<file path="src/rtl/core/ecft_pkg.sv">
// Package with the frame constants, slot type and CRC/escape helper functions.
package ecft_pkg;

    localparam logic [7:0]  MARK_START  = 8'hE1;
    localparam logic [7:0]  MARK_END    = 8'hE2;
    localparam logic [7:0]  ESC_BYTE    = 8'hFF;
    localparam logic [15:0] CRC_POLY    = 16'h8408;
    localparam logic [7:0]  BODY_LEN_LO = 8'h08;
    localparam logic [7:0]  BODY_LEN_HI = 8'h00;
    localparam int          BODY_LEN    = 8;

    // One slot per frame symbol: start mark, eight body bytes, end mark.
    localparam int SLOTS = BODY_LEN + 2;
    localparam int CNT_W = $clog2(SLOTS + 1);

    // APB address map: one register, word aligned.
    localparam int         ADDR_W        = 3;
    localparam logic [0:0] REG_DEVICE_ID = 1'b0;

    typedef struct packed {
        logic [7:0] first;
        logic [7:0] second;
        logic       dbl;
    } slot_t;

    typedef slot_t [SLOTS-1:0] frame_t;

    typedef struct packed {
        logic [15:0] device_id;
        logic [15:0] crc_pre;
    } cfg_t;

    function automatic logic [15:0] crc_byte(logic [15:0] crc, logic [7:0] b);
        logic [15:0] c;
        c = crc ^ {8'h00, b};
        for (int k = 0; k < 8; k++) begin
            c = c[0] ? ((c >> 1) ^ CRC_POLY) : (c >> 1);
        end
        return c;
    endfunction

    function automatic slot_t escape_byte(logic [7:0] b);
        slot_t s;
        s.first  = b;
        s.second = 8'h00;
        s.dbl    = 1'b0;
        if (b == ESC_BYTE) begin
            s.first  = ESC_BYTE;
            s.second = ESC_BYTE;
            s.dbl    = 1'b1;
        end
        else if (b == MARK_START || b == MARK_END) begin
            s.first  = ESC_BYTE;
            s.second = b ^ ESC_BYTE;
            s.dbl    = 1'b1;
        end
        return s;
    endfunction

    // CRC after the two length bytes, which never change.
    localparam logic [15:0] CRC_SEED = crc_byte(crc_byte(16'h0000, BODY_LEN_LO), BODY_LEN_HI);
    // CRC after the length and a device id of zero.
    localparam logic [15:0] CRC_PRE_RESET = crc_byte(crc_byte(CRC_SEED, 8'h00), 8'h00);

endpackage

</file>
<file path="src/rtl/core/ecft_item_if.sv">
// Request channel carrying one reply request per transfer.
interface ecft_item_if;
    logic       valid;
    logic       ready;
    logic [7:0] reply_code;
    logic [7:0] status_byte;

    modport source (output valid, output reply_code, output status_byte, input ready);
    modport sink   (input valid, input reply_code, input status_byte, output ready);
endinterface

</file>
<file path="src/rtl/core/ecft_line_if.sv">
// Line channel carrying one escaped frame byte per transfer.
interface ecft_line_if;
    logic       valid;
    logic       ready;
    logic [7:0] tx_byte;
    logic       frame_end;

    modport source (output valid, output tx_byte, output frame_end, input ready);
    modport sink   (input valid, input tx_byte, input frame_end, output ready);
endinterface

</file>
<file path="src/rtl/core/ecft_cfg_regs.sv">
// APB register block holding the device id and the CRC prefix over length and id.
module ecft_cfg_regs
    import ecft_pkg::*;
(
    input  logic              clk,
    input  logic              rst_n,
    input  logic              psel,
    input  logic              penable,
    input  logic              pwrite,
    input  logic [ADDR_W-1:0] paddr,
    input  logic [31:0]       pwdata,
    output logic [31:0]       prdata,
    output logic              pready,
    output cfg_t              cfg
);

    logic [15:0] device_id_reg, device_id_next;
    logic [15:0] crc_pre_reg, crc_pre_next;
    logic        wr_id;

    assign pready = 1'b1;
    assign wr_id  = psel && penable && pwrite && (paddr[ADDR_W-1:2] == REG_DEVICE_ID);

    // The prefix is updated together with the id so a request right after a write sees both.
    always_comb
    begin
        device_id_next = device_id_reg;
        crc_pre_next   = crc_pre_reg;
        if (wr_id)
        begin
            device_id_next = pwdata[15:0];
            crc_pre_next   = crc_byte(crc_byte(CRC_SEED, pwdata[7:0]), pwdata[15:8]);
        end
    end

    always_ff @(posedge clk or negedge rst_n)
    begin
        if (!rst_n)
        begin
            device_id_reg <= 16'h0000;
            crc_pre_reg   <= CRC_PRE_RESET;
        end
        else
        begin
            device_id_reg <= device_id_next;
            crc_pre_reg   <= crc_pre_next;
        end
    end

    always_comb
    begin
        prdata = 32'h0000_0000;
        if (paddr[ADDR_W-1:2] == REG_DEVICE_ID)
        begin
            prdata = {16'h0000, device_id_reg};
        end
    end

    assign cfg.device_id = device_id_reg;
    assign cfg.crc_pre   = crc_pre_reg;

endmodule

</file>
<file path="src/rtl/core/ecft_framer.sv">
// Request register and frame builder: body, CRC and escape plan for one frame.
module ecft_framer
    import ecft_pkg::*;
(
    input  logic    clk,
    input  logic    rst_n,
    ecft_item_if.sink item,
    input  cfg_t    cfg,
    input  logic    ser_free,
    output logic    load,
    output frame_t  frame
);

    logic        item_valid_reg, item_valid_next;
    logic [7:0]  reply_reg;
    logic [7:0]  status_reg;
    logic [15:0] crc;
    logic [7:0]  body [BODY_LEN];
    logic        accept;

    assign load       = item_valid_reg && ser_free;
    assign item.ready = !item_valid_reg || load;
    assign accept     = item.valid && item.ready;

    always_comb
    begin
        item_valid_next = item_valid_reg;
        if (accept)
        begin
            item_valid_next = 1'b1;
        end
        else if (load)
        begin
            item_valid_next = 1'b0;
        end
    end

    always_ff @(posedge clk or negedge rst_n)
    begin
        if (!rst_n)
        begin
            item_valid_reg <= 1'b0;
        end
        else
        begin
            item_valid_reg <= item_valid_next;
        end
    end

    always_ff @(posedge clk)
    begin
        if (accept)
        begin
            reply_reg  <= item.reply_code;
            status_reg <= item.status_byte;
        end
    end

    assign crc = crc_byte(crc_byte(cfg.crc_pre, reply_reg), status_reg);

    always_comb
    begin
        body[0] = BODY_LEN_LO;
        body[1] = BODY_LEN_HI;
        body[2] = cfg.device_id[7:0];
        body[3] = cfg.device_id[15:8];
        body[4] = reply_reg;
        body[5] = status_reg;
        body[6] = crc[7:0];
        body[7] = crc[15:8];
    end

    always_comb
    begin
        frame[0].first  = MARK_START;
        frame[0].second = 8'h00;
        frame[0].dbl    = 1'b0;
        for (int i = 0; i < BODY_LEN; i++)
        begin
            frame[i+1] = escape_byte(body[i]);
        end
        frame[SLOTS-1].first  = MARK_END;
        frame[SLOTS-1].second = 8'h00;
        frame[SLOTS-1].dbl    = 1'b0;
    end

endmodule

</file>
<file path="src/rtl/core/ecft_serializer.sv">
// Slot shift register that sends one line byte per cycle while line is ready, two bytes for an escaped slot.
module ecft_serializer
    import ecft_pkg::*;
(
    input  logic   clk,
    input  logic   rst_n,
    input  logic   load,
    input  frame_t frame,
    output logic   ser_free,
    ecft_line_if.source line
);

    frame_t           slots_reg;
    logic [CNT_W-1:0] cnt_reg, cnt_next;
    logic             phase_reg, phase_next;
    logic             take;
    logic             advance;
    slot_t            cur;

    assign cur            = slots_reg[0];
    assign line.valid     = (cnt_reg != '0);
    assign line.tx_byte   = phase_reg ? cur.second : cur.first;
    assign line.frame_end = (cnt_reg == CNT_W'(1));
    assign take           = line.valid && line.ready;
    // A slot is done on its single byte, or on the second byte of an escape pair.
    assign advance        = take && (!cur.dbl || phase_reg);
    assign ser_free       = (cnt_reg == '0) || (advance && cnt_reg == CNT_W'(1));

    always_comb
    begin
        cnt_next   = cnt_reg;
        phase_next = phase_reg;
        if (load)
        begin
            cnt_next   = CNT_W'(SLOTS);
            phase_next = 1'b0;
        end
        else if (advance)
        begin
            cnt_next   = cnt_reg - CNT_W'(1);
            phase_next = 1'b0;
        end
        else if (take)
        begin
            phase_next = 1'b1;
        end
    end

    always_ff @(posedge clk or negedge rst_n)
    begin
        if (!rst_n)
        begin
            cnt_reg   <= '0;
            phase_reg <= 1'b0;
        end
        else
        begin
            cnt_reg   <= cnt_next;
            phase_reg <= phase_next;
        end
    end

    always_ff @(posedge clk)
    begin
        if (load)
        begin
            slots_reg <= frame;
        end
        else if (advance)
        begin
            for (int i = 0; i < SLOTS - 1; i++)
            begin
                slots_reg[i] <= slots_reg[i+1];
            end
        end
    end

endmodule

</file>
<file path="src/rtl/core/escaped_crc_frame_transmitter.sv">
// Top level of the escaped reply-frame transmitter with CRC-16/KERMIT.
//
//   Channel   Direction  Payload                    Transfer
//   item      in         reply_code, status_byte    valid and ready high at clk
//   line      out        tx_byte, frame_end         valid and ready high at clk
//   APB       in/out     device_id at address 0     psel, penable, pwrite, pready
//
// Each request yields one frame of 10 to 16 line bytes (10 plus one for every escaped body
// byte), one byte per cycle while line is ready; the slot shift register in the serializer
// sets that pace. The next frame loads on the edge that takes the last byte, so frames follow
// with no gap, and one further request waits in the request register meanwhile.
// Reset clears the device id and empties both stages. A stall on line holds the current
// byte; item stays ready until the request register holds a request the serializer can't take.
module escaped_crc_frame_transmitter
    import ecft_pkg::*;
(
    input  logic              clk,
    input  logic              rst_n,
    input  logic              psel,
    input  logic              penable,
    input  logic              pwrite,
    input  logic [ADDR_W-1:0] paddr,
    input  logic [31:0]       pwdata,
    output logic [31:0]       prdata,
    output logic              pready,
    ecft_item_if.sink         item,
    ecft_line_if.source       line
);

    cfg_t   cfg;
    logic   ser_free;
    logic   load;
    frame_t frame;

    ecft_cfg_regs u_cfg (
        .clk     (clk),
        .rst_n   (rst_n),
        .psel    (psel),
        .penable (penable),
        .pwrite  (pwrite),
        .paddr   (paddr),
        .pwdata  (pwdata),
        .prdata  (prdata),
        .pready  (pready),
        .cfg     (cfg)
    );

    ecft_framer u_framer (
        .clk      (clk),
        .rst_n    (rst_n),
        .item     (item),
        .cfg      (cfg),
        .ser_free (ser_free),
        .load     (load),
        .frame    (frame)
    );

    ecft_serializer u_ser (
        .clk      (clk),
        .rst_n    (rst_n),
        .load     (load),
        .frame    (frame),
        .ser_free (ser_free),
        .line     (line)
    );

endmodule

</file>
<file path="src/flat_wrapper.sv">
// flat-port wrapper written by rule: the top's interface ports become plain ports
module escaped_crc_frame_transmitter_flat import ecft_pkg::*;
  (clk, rst_n, psel, penable, pwrite, paddr, pwdata, prdata, pready, item_valid, item_reply_code, item_status_byte, item_ready, line_valid, line_tx_byte, line_frame_end, line_ready);
  ecft_item_if item_i ();
  ecft_line_if line_i ();
  input  logic clk;
  input  logic rst_n;
  input  logic psel;
  input  logic penable;
  input  logic pwrite;
  input  logic [ADDR_W-1:0] paddr;
  input  logic [31:0] pwdata;
  output logic [31:0] prdata;
  output logic pready;
  input wire logic [$bits(item_i.valid)-1:0] item_valid;
  input wire logic [$bits(item_i.reply_code)-1:0] item_reply_code;
  input wire logic [$bits(item_i.status_byte)-1:0] item_status_byte;
  output wire logic [$bits(item_i.ready)-1:0] item_ready;
  output wire logic [$bits(line_i.valid)-1:0] line_valid;
  output wire logic [$bits(line_i.tx_byte)-1:0] line_tx_byte;
  output wire logic [$bits(line_i.frame_end)-1:0] line_frame_end;
  input wire logic [$bits(line_i.ready)-1:0] line_ready;
  assign item_i.valid = item_valid;
  assign item_i.reply_code = item_reply_code;
  assign item_i.status_byte = item_status_byte;
  assign item_ready = item_i.ready;
  assign line_valid = line_i.valid;
  assign line_tx_byte = line_i.tx_byte;
  assign line_frame_end = line_i.frame_end;
  assign line_i.ready = line_ready;
  escaped_crc_frame_transmitter u_core (.clk(clk), .rst_n(rst_n), .psel(psel), .penable(penable), .pwrite(pwrite), .paddr(paddr), .pwdata(pwdata), .prdata(prdata), .pready(pready), .item(item_i), .line(line_i));
endmodule
</file>
<file path="config.mk">
export PLATFORM = sky130hd
export DESIGN_NAME = escaped_crc_frame_transmitter_flat
export DESIGN_NICKNAME = d
export VERILOG_FILES = /design/src/rtl/core/ecft_pkg.sv /design/src/rtl/core/ecft_item_if.sv /design/src/rtl/core/ecft_line_if.sv /design/src/rtl/core/ecft_cfg_regs.sv /design/src/rtl/core/ecft_framer.sv /design/src/rtl/core/ecft_serializer.sv /design/src/rtl/core/escaped_crc_frame_transmitter.sv /design/src/flat_wrapper.sv
export SDC_FILE = /design/constraint.sdc
export NUM_CORES = 1
export LEC_CHECK = 0
export ABC_AREA = 1
export CORE_ASPECT_RATIO = 0.9
export CORE_UTILIZATION = 45
export CTS_CLUSTER_DIAMETER = 50
export CTS_CLUSTER_SIZE = 14
export DETAILED_ROUTE_END_ITERATION = 8
export DONT_BUFFER_PORTS = 1
export PLACE_DENSITY = 0.61
export RECOVER_POWER = 100
export SLEW_MARGIN = 20
export SYNTH_ARGS = -nofsm -noshare
export SYNTH_HDL_FRONTEND = slang
export SYNTH_SLANG_ARGS = --single-unit
</file>
<file path="constraint.sdc">
create_clock -name clk -period 2.9 [get_ports clk]
set_input_delay 0.87 -clock clk [delete_from_list [all_inputs] [get_ports clk]]
set_output_delay 0.87 -clock clk [all_outputs]
set_load 0.005 [all_outputs]
</file>
Yosys cells after proc, flatten, opt, wreduce, memory -nomap -nowiden

Index checks and enable logic that the tools add are counted.
Widths: inputs -> output; s select.

Flip-flop bits (word level): 207
Bits of input ports: 58

$add $sub $neg: 1
Equal/unequal tests: 19
Multiplexer cells: 55
Bitwise logic cells: 43
Reductions and logical operators: 24

Operator list:

| operator            | count |
|---|---|
| $mux 16             | 33 |
| $mux 153            | 2 |
| $mux 17             | 12 |
| $eq 8x8->1 const B  | 18 |
| $not 2->3           | 32 |
| $not 8->8           | 6 |
| $xor 16x8->16       | 3 |
| $logic_or 1x1->1    | 9 |
| $logic_and 1x1->1   | 8 |
| $mux 4              | 2 |
| $mux 8              | 1 |
| $not 2->7           | 1 |
| $mux 1              | 5 |
| $eq 4x1->1 const B  | 1 |
| $logic_not 4->1     | 1 |
| $reduce_bool 2->1   | 2 |
| $reduce_bool 4->1   | 1 |
| $sub 4x1->4 const B | 1 |
| $reduce_bool 3->1   | 1 |
| $logic_not 1->1     | 2 |
| $not 1->1           | 1 |

Logic depth before layout (Yosys ltp)

Depth in word-level cells: 39
Gate-level depth with buffers: 18
Mapped depth without buffers: 18

Modules after synthesis

Synthesis repeated with hierarchy kept, for this count alone.

Cells, all modules: 1454
Area, all modules: 12284.3 µm²

By module, submodules not included:

| module          | instances | cells an instance | area each (µm²) | seq. area each (µm²) |
|---|---|---|---|---|
| ecft_serializer | 1         | 732               | 7438.4          | 5230.0 |
| ecft_framer     | 1         | 444               | 2849.0          | 505.5 |
| ecft_cfg_regs   | 1         | 278               | 1996.9          | 812.0 |

Worst setup path after synthesis

No wires, ideal clock.

Path type: input to register
Start: in line_ready
End: reg u_core.u_ser.slots_reg[100] in the netlist's numbering, enable pin
Setup time: 0.418 ns
Data arrival time: 2.785 ns
Path slack: -0.303 ns
Stages on the path: 7
Buffers on the path: 1
Cell sequence: nand2_2 > a21oi_2 > nand2_1 > nand2_2 > nand2_4 > nand2_1 > buf_2

Cells in the longest elaborated chain, start to end: 6

RTL lines:

| what                          | line                  | text |
|---|---|---|
| start, declared               | flat_wrapper.sv:22    | `input wire logic [$bits(line_i.ready)-1:0] line_ready;` |
| $logic_and 1x1->1 *           | ecft_serializer.sv:24 | `assign take = line.valid && line.ready;` |
| $logic_and 1x1->1 *           | ecft_serializer.sv:26 | `assign advance = take && (!cur.dbl \|\| phase_reg);` |
| $logic_and 1x1->1             | ecft_serializer.sv:27 | `assign ser_free = (cnt_reg == '0) \|\| (advance && cnt_reg == CNT_W'(1));` |
| $logic_or 1x1->1              | ecft_serializer.sv:27 |  |
| $logic_and 1x1->1             | ecft_framer.sv:21     | `assign load = item_valid_reg && ser_free;` |
| $reduce_bool 2->1 (no line) * | -                     |  |
| end signal, assigned          | ecft_serializer.sv:67 | `slots_reg <= frame;` |
| end signal, assigned by index | ecft_serializer.sv:73 | `slots_reg[i] <= slots_reg[i+1];` |
| end, declared                 | ecft_serializer.sv:13 | `frame_t slots_reg;` |

Every way passes the cells marked *; elsewhere a longest branch is shown, timed or not.
A chain may end at the register's enable or synchronous reset.

Worst setup path after layout

Start: reg u_core.u_ser.cnt_reg[0]
End: out item_ready

Cells in the longest elaborated chain, start to end: 7
Elaborated cells on any way between the ends: 9

RTL lines:

| what                   | line                  | text |
|---|---|---|
| start, declared        | ecft_serializer.sv:14 | `logic [CNT_W-1:0] cnt_reg, cnt_next;` |
| start signal, assigned | ecft_serializer.sv:58 | `cnt_reg <= cnt_next;` |
| $reduce_bool 4->1      | ecft_serializer.sv:21 | `assign line.valid = (cnt_reg != '0);` |
| named net line_valid   | flat_wrapper.sv:19    | `output wire logic [$bits(line_i.valid)-1:0] line_valid;` |
| $logic_and 1x1->1      | ecft_serializer.sv:24 |  |
| $logic_and 1x1->1      | ecft_serializer.sv:26 |  |
| $logic_and 1x1->1      | ecft_serializer.sv:27 |  |
| $logic_or 1x1->1       | ecft_serializer.sv:27 |  |
| $logic_and 1x1->1      | ecft_framer.sv:21     |  |
| $logic_or 1x1->1       | ecft_framer.sv:22     | `assign item.ready = !item_valid_reg \|\| load;` |
| end, declared          | flat_wrapper.sv:18    | `output wire logic [$bits(item_i.ready)-1:0] item_ready;` |

The timed path passes the listed nets, and every way through them passes these cells.

==> reports/metrics.yaml <==
status: "complete, no violations"
crit_required_ns: 2.03
path_class: "flop to output port"
drt-total-wl_mm: 20.59
grt_antenna_before_repair: 0
routed_via_density: 4.962
fin_ws_ns: 0.1914
combPwrFrac_pct: 35.3
power.share.clock_pct: 22.9
place_area_mm2: 0.01020
drive_gt1_share_pct: 12.43
syn_inst: 1114
dieHeight_um: 142.7
largest_register_ffs: 136
switching_power_mw: 4.512
post-route-period-util_pct: 93.40
dp_hpwl_mm: 14.77
cts_buffers: 22
cts_tree: "done"
ys.warnings.count: 0
skew_ns: 0.01826
grt.total_usage_pct: 18.82
yosysTopAreaCell: "edfxtp_1"
clk_path_buf_depth: 3
critPathLaunchType: "flop"
gr-total-overflow: 0
p_leak_nw: 4.855
ant_nets: 0
area_growth_pct: 9.897
ys_seq_area_share_pct: 55.83
grt_max_degree: 58
boundaryPins: 102
syn_area_mm2: 0.009898
final_cells: 1425
intPower_mw: 7.385
clock-sinks: 207
h-tree-depth: 1
numPortBuffers: 0
ys_seq_elements: 207
dieWidth_um: 158.3
max-slew-margin-rel_pct: 9.807
crit_path_max_fanout: 4
drcViolationCount: 0
grt_pass1_wl_mm: 33.09
wl_per_cell_um: 14.45
mostFrequentLayoutCells: "nand2_1 (364), o21ai_0 (118), edfxtp_1 (118), inv_1 (105), dfxtp_1 (51)"
clk_pin_slew_ns: 0.06
initial_core_util_pct: 45.76
min_period_ns: 2.709
synthAdderAreaFrac_pct: 0.3792
vdd.ir_drop.worst_uv: 693.2
num_antenna_cells: 0
finalSetupTns_ns: 0
endpoint_kind: "output port"
vias: 7071
hold_viol_final: 0
dieArea_mm2: 0.02259
syn_area_per_cell_um2: 8.885
place_inst: 1383
fillers: 2001
pwr-share-seq_pct: 41.9
pre_cts_ws_ns: 0.3534
fmax_mhz: 369.2
initialDrtViolationCount: 590
power_density_mw_per_mm2: 1094
cp.arrival_ns: 1.84
clk_latency_ns: 0.51
synth_edf_count: 118
synth_flop_cell: "edfxtp_1"
setup_violations: 0
synth_compound_area_share_pct: 9.038
muxShareOfSynthArea_pct: 0
synthArstFlopShare_pct: 18.36
synth-simple-area-share_pct: 23.52
num_rows: 51
rsz0062_at_grt: "no"
power_mw: 11.90
finalCoreUtilization_pct: 50.29
drtPass1Iterations: 5
drv_cap: 0
ys_types: 44
synth_xor_area_share_pct: 3.691
tightest_slew_ns: 1.353
synth_top_family_by_area: "simple AND/OR/NAND/NOR gates"
yosysTopAreaCellShare_pct: 35.80
final_common_cell: "nand2_1"
core_mm2: 0.02163
stdcell_area_mm2: 0.01088
hold_slack_ns: 0.05647
p_sw_share_pct: 37.93
clock_tree.root_cell: "clkbuf_16"
cts_hold_buf: 0
hp-class: "primary input to async pin"
nNetsFinal: 1179
first_global_vias: 6551
slew_viol_final: 0
gp_routability_congestion: 0.8476
synthTopCellsByArea: "edfxtp_1 (36%), nand2_1 (14%), dfxtp_1 (10%)"
-- layer usage --
metal	vias up	global-route usage, %	share of wire, %
met5	-	0	0
met4	0	6.174	2.7
met3	38	2.671	3.9
met2	156	31.35	47
met1	3286	25.19	46
li1	3591	-	-
-- power groups by stage --
stage	Sequential [mW]	Combinational, mW	Clock [mW]
finish	4.98	4.20	2.72
global placement	5.01	4.14	0
detailed placement	5.04	4.22	0
floorplan	4.90	3.31	0
CTS	4.98	4.25	2.78
global route	5.10	4.81	2.88
-- path summary, 6_finish.rpt --
| path | startpoint | to | slack, ns | depth (start not counted) |
|---|---|---|---|---|
| min in group clk | u_core.u_ser.slots_reg[54] | u_core.u_ser.slots_reg[37] | 0.44 | 2 |
| setup / recovery | u_core.u_ser.cnt_reg[0] | item_ready | 0.19 | 7 |
| hold reg to reg | u_core.u_ser.slots_reg[54] | u_core.u_ser.slots_reg[37] | 0.44 | 2 |
| setup reg to reg | u_core.u_ser.cnt_reg[0] | u_core.u_ser.slots_reg[99] | 0.27 | 10 |
| hold / removal | rst_n | u_core.u_cfg.device_id_reg[13] | 0.06 | 0 |
| max in group asynchronous | rst_n | u_core.u_cfg.crc_pre_reg[4] | 2.65 | 0 |
-- cell usage after synthesis (all sizes together), types with 3 or more instances --
master,count
a21oi,18
a22oi,7
buf,27
clkbuf,25
dfrtp,29
dfstp,9
dfxtp,51
edfxtp,118
ha,3
inv,121
nand2,405
nand3,41
nand3b,3
nand4,6
nor2,51
nor3,7
nor4,4
o21ai,118
o22ai,20
xnor2,18
xor2,22
-- repair_timing --
| item | 4_1_cts | 5_1_grt |
|---|---|---|
| setup endpoints to repair | 0 | 1 |
| resized for setup | 0 | 2 |
| setup buffers | 0 | 2 |
-- cells by family after synthesis --
logic type,after synthesis
xor gates and xnor gates,40
adders and majority gates,3
and+or+nand+nor,521
AOI/OAI and AO/OA,167
other,2
buffers and inverters,174
DFF,207
-- cell type report --
| type | count | area (µm²) | area share, % |
|---|---|---|---|
| tap | 291 | 364.1 | 3.347 |
| multi-input combinational | 748 | 3675 | 33.78 |
| clock inverter | 12 | 118.9 | 1.093 |
| clock buffer | 28 | 593.1 | 5.452 |
| inverter | 122 | 461.7 | 4.244 |
| sequential | 207 | 5527 | 50.81 |
| timing repair buffer | 17 | 138.9 | 1.277 |
-- critical path, stage by stage (launching register included) --
cell and delay (ns):
dfrtp_1 0.38, inv_1 0.08, ha_1 0.21, nand3_2 0.15
nand2_2 0.09, a21oi_4 0.19, nand2_1 0.12, nand3_2 0.11
(Power assumes the default switching activity.)
